<file path="src/hdl/blzd_pkg.sv">
`default_nettype none
package blzd_pkg;

  localparam int unsigned CFG_IDX_W = 1;

  localparam logic [CFG_IDX_W-1:0] CFG_OUTPUT_LIMIT = 1'd0;
  localparam logic [CFG_IDX_W-1:0] CFG_DECODE_MODE  = 1'd1;

  localparam logic [31:0] OUTPUT_LIMIT_RESET = 32'd65536;
  localparam logic        DECODE_MODE_RESET  = 1'b1;

  localparam logic [7:0] CTRL_CLOSE     = 8'hE0;
  localparam logic [7:0] CTRL_LIT_FIRST = 8'hE1;
  localparam logic [7:0] CTRL_SHORT_MIN = 8'h20;
  localparam logic [4:0] LOW_MASK       = 5'h1F;
  localparam logic [5:0] LONG_LEN_BASE  = 6'd4;
  localparam logic [5:0] SHORT_LEN_BASE = 6'd2;
  localparam logic [31:0] MIN_IN_BYTES  = 32'd4;
  localparam logic [15:0] END_PAIR      = 16'hE0E0;

  localparam logic [1:0] KIND_DATA   = 2'd0;
  localparam logic [1:0] KIND_ACCEPT = 2'd1;
  localparam logic [1:0] KIND_REJECT = 2'd2;

  typedef enum logic [1:0] {
    PH_CTRL  = 2'd0,
    PH_LIT   = 2'd1,
    PH_FIRST = 2'd2,
    PH_HIGH  = 2'd3
  } phase_t;

  typedef struct packed {
    logic [7:0] in_byte;
    logic       stream_end;
  } in_item_t;

  typedef struct packed {
    logic [1:0]  kind;
    logic [7:0]  data_byte;
    logic [31:0] produced_count;
    logic [31:0] consumed_count;
    logic        run_last;
  } out_item_t;

  typedef struct packed {
    logic load;
    logic parse;
    logic write;
    logic status;
  } cmd_t;

  typedef struct packed {
    logic out_free;
    logic copy_go;
    logic copy_last;
    logic item_end;
  } sts_t;

endpackage
`default_nettype wire

</file>
<file path="src/hdl/blzd_ctrl.sv">
`default_nettype none
module blzd_ctrl (
  input  wire logic          clk,
  input  wire logic          rst,
  input  wire logic          in_valid,
  output logic               in_stall,
  input  wire blzd_pkg::sts_t sts,
  output blzd_pkg::cmd_t     cmd
);

  typedef enum logic [2:0] {
    S_IDLE,
    S_PARSE,
    S_READ,
    S_WRITE,
    S_STATUS
  } state_t;

  state_t state, state_next;

  assign in_stall = (state != S_IDLE);

  always_comb begin
    state_next = state;
    cmd = '0;
    case (state)
      S_IDLE: begin
        if (in_valid) begin
          cmd.load = 1'b1;
          state_next = S_PARSE;
        end
      end
      S_PARSE: begin
        if (sts.out_free) begin
          cmd.parse = 1'b1;
          if (sts.copy_go) state_next = S_READ;
          else if (sts.item_end) state_next = S_STATUS;
          else state_next = S_IDLE;
        end
      end
      S_READ: begin
        state_next = S_WRITE;
      end
      S_WRITE: begin
        if (sts.out_free) begin
          cmd.write = 1'b1;
          if (!sts.copy_last) state_next = S_READ;
          else if (sts.item_end) state_next = S_STATUS;
          else state_next = S_IDLE;
        end
      end
      S_STATUS: begin
        if (sts.out_free) begin
          cmd.status = 1'b1;
          state_next = S_IDLE;
        end
      end
      default: state_next = S_IDLE;
    endcase
  end

  always_ff @(posedge clk) begin
    if (rst) begin
      state <= S_IDLE;
    end else begin
      state <= state_next;
    end
  end

endmodule
`default_nettype wire

</file>
<file path="config.mk">
export PLATFORM = sky130hd
export DESIGN_NAME = blzd_ctrl
export DESIGN_NICKNAME = d
export VERILOG_FILES = /design/src/hdl/blzd_pkg.sv /design/src/hdl/blzd_ctrl.sv
export SDC_FILE = /design/constraint.sdc
export NUM_CORES = 1
export LEC_CHECK = 0
export CAP_MARGIN = 30
export CORE_AREA = 2 2 39 41
export DETAILED_ROUTE_END_ITERATION = 16
export DIE_AREA = 0 0 41 43
export DONT_BUFFER_PORTS = 1
export PLACE_DENSITY = 0.33
export SLEW_MARGIN = 0
export SYNTH_ARGS = -nofsm -noshare
export SYNTH_HDL_FRONTEND = slang
export SYNTH_SLANG_ARGS = --single-unit
</file>
<file path="constraint.sdc">
create_clock -name clk -period 1.2 [get_ports clk]
set_clock_uncertainty 0.15 [all_clocks]
set_input_delay 0.24 -clock clk [delete_from_list [all_inputs] [get_ports clk]]
set_output_delay 0.24 -clock clk [all_outputs]
set_load 0.1 [all_outputs]
</file>
==> impl_metrics.toml <==
[route]
drt_iter0_drc = 0
drcViolationCount = 0
post_drt_via_cell_ratio = 4.344
detail-route-antenna-nets = 0
routed_wl_um = 674
vias = 265
wl_per_cell_um = 11.05
drt_first_pass_iters = 1

[die]
core-area_um2 = 1384
dieArea_um2 = 1763
ioPinCount = 12
chipWidth_um = 41
die_h_um = 43
start_util_pct = 15.82
rows = 14

[hold_path]
hp-class = "input port to flip-flop"
hp-start = "sts[3]"
min_path_cells = 3
min_to = "state[0]$_SDFFE_PP0P_"

[grt]
grt_pass1_vias = 308
grt.total_usage_pct = 10.45
grt_max_degree = 8
grt.overflow.total = 0
antenna_found_initial = 0
grt_pass1_wl_mm = 1.193

[power]
sw_frac_of_total_pct = 37.81
clkPwrFrac_pct = 33.1
seqPwrFrac_pct = 21.1
p_sw_w = 0.0002004
ir_drop_v = 0.0002794
p_comb_share_pct = 45.8
p_per_area_nw_per_um2 = 1083
p_int_w = 0.0003296
p_leak_nw = 0.1989

[worst_setup_path]
regToRegSetupSlack_ps = -60
critPathArrivalTime_ps = 1220
reg2regPathDepth = 4
r2r_end = "state[2]$_SDFFE_PP0P_"
cp-end-kind = "primary output"
worst-setup-path-type = "flip-flop to primary output"
cp.required_ps = 810
worstPathMaxFanout = 2
reg2reg_from = "state[0]$_SDFFE_PP0P_"
start_kind = "flip-flop"

[final_layout]
nets = 53
synthToLayoutAreaGrowth_pct = 123.4
largestRegisters = "state x3"
final_cell_area_um2 = 489.2
final_common_cell = "buf_4"
n_fill_cell = 146
drive_above_1_share_pct = 62.22
num_antenna_cells = 0
top_register = "state"
largest_reg_flops = 3
layout_common_cells = "buf_4, buf_12, nand3_1"

[synth]
ys_ff_latch = 3
synth.distinct_cells = 17
synth_fp_nets = 37
ys_warn_count = 0
synth.avg_cell_area_um2 = 7.299
yosysSeqAreaShare_pct = 27.43
synth_cells = 30
synthesis.area_um2 = 219.0

[placement]
port_buffers = 0
dp_hpwl_um = 588.8
globalplace.congestion = 0.7710
place_area_um2 = 430.4

[timing]
period_needed_ps = 1607
fin_ws_ps = -407.0
whs_ps = 38.18
slew_headroom_pct = 81.53
maxSlewViolCount = 0
setup_violations = 7
rsz0062_at_grt = "true"
hold_viol_final = 0
worstMarginPinSlew_ps = 279.3
period_share_pct = 133.9
fmax_ghz = 0.6223

[cts]
clk_pin_slew_worst_paths_ps = 40
insertion_delay_ps = 230
cts_made_buffers = 3
cts_root_buffer = "clkbuf_4"
ctsHtreeMaxLevel = 1
cts.path.max_buffers = 2
cts_tree = "built"
clock_sinks = 3

[run_status]
status = "finished, violations left"
violations = "negative setup slack"

[flow_run]
maxCapViolations = 0
final cells by class:
cell class | count | area, um2 | area share, %
multi-input combinational | 24 | 210.2 | 42.97
tap | 16 | 20.02 | 4.092
clock buffer | 4 | 26.28 | 5.371
timing repair buffer | 13 | 163.9 | 33.50
sequential | 3 | 65.06 | 13.30
inverter | 1 | 3.754 | 0.7673
metal layers:
| layer | GRT usage, % | wire [um] | up-vias |
|---|---|---|---|
| li1 | - | - | 136 |
| met1 | 10.00 | 245 | 121 |
| met2 | 16.88 | 391 | 8 |
| met3 | 3.665 | 37 | 0 |
| met4 | 8.000 | 0 | 0 |
| met5 | 0 | 0 | - |
cells by family after synthesis:
family | Yosys count | share of synthesized area, %
AOI/OAI and AO/OA | 6 | 19.42
buffers and inverters | 3 | 9.139
DFF | 3 | 27.43
muxes | 1 | 4.572
and+or+nand+nor | 17 | 39.43
synthesized netlist by cell type:
cell,count,area (um2)
nand3_1,4,20.02
or3_1,1,6.260
buf_6,1,11.26
nor3_1,1,5.000
dfxtp_1,3,60.06
o21ai_1,1,5.000
inv_1,1,3.750
a21o_1,2,15.01
nor2_1,5,18.77
and3_1,1,6.260
o31ai_2,1,12.51
nand2_1,2,7.510
buf_2,1,5.000
nand3b_1,1,7.510
a21oi_1,2,10.01
nor3b_1,2,15.01
mux2i_1,1,10.01
critical path: stages, from the launching register on:
cell	delay [ps]
dfxtp_1	300
or3_4	400
nor2_4	110
buf_12	180
through the flow:
step	total power [W]	instances	setup TNS, ps	setup WS (ps)	util (%)
6_report	0.0005300	61	-1845	-407.0	35.35
5_1_grt	0.0005588	61	-2211	-449.3	35.35
4_1_cts	0.0005414	61	-1951	-426.8	35.17
3_5_place_dp	0.0003472	57	-779.6	-200.4	31.10
3_3_place_gp	0.0003440	57	-740.7	-178.9	31.10
2_1_floorplan	0.0002663	30	-2034	-701.5	-
power groups by stage:
stage          clock network (W)  registers, W  logic [W]
2_1_floorplan                  0      0.000115   0.000151
3_3_place_gp                   0      0.000113   0.000231
3_5_place_dp                   0      0.000113   0.000234
4_1_cts                 0.000183      0.000112   0.000246
5_1_grt                 0.000190      0.000113   0.000256
6_report                0.000175      0.000112   0.000243
worst max-delay path by stage:
stage,start,to
floorplan,state[2]$_SDFFE_PP0P_,cmd[3]
global placement,state[2]$_SDFFE_PP0P_,cmd[3]
detailed placement,state[2]$_SDFFE_PP0P_,cmd[3]
CTS,state[2]$_SDFFE_PP0P_,cmd[3]
global route,state[2]$_SDFFE_PP0P_,cmd[3]
finish,state[2]$_SDFFE_PP0P_,cmd[3]
repair_timing:
| item | 4_1_cts | 5_1_grt |
|---|---|---|
| endpoints found under the setup margin | 7 | 8 |
| gates resized for setup | 7 | 1 |
| hold buffers | 0 | 0 |
| buffers inserted | 0 | 0 |
| hold endpoints to repair | 0 | 0 |
| pin swaps | 2 | 0 |
(Power assumes the default switching activity.)
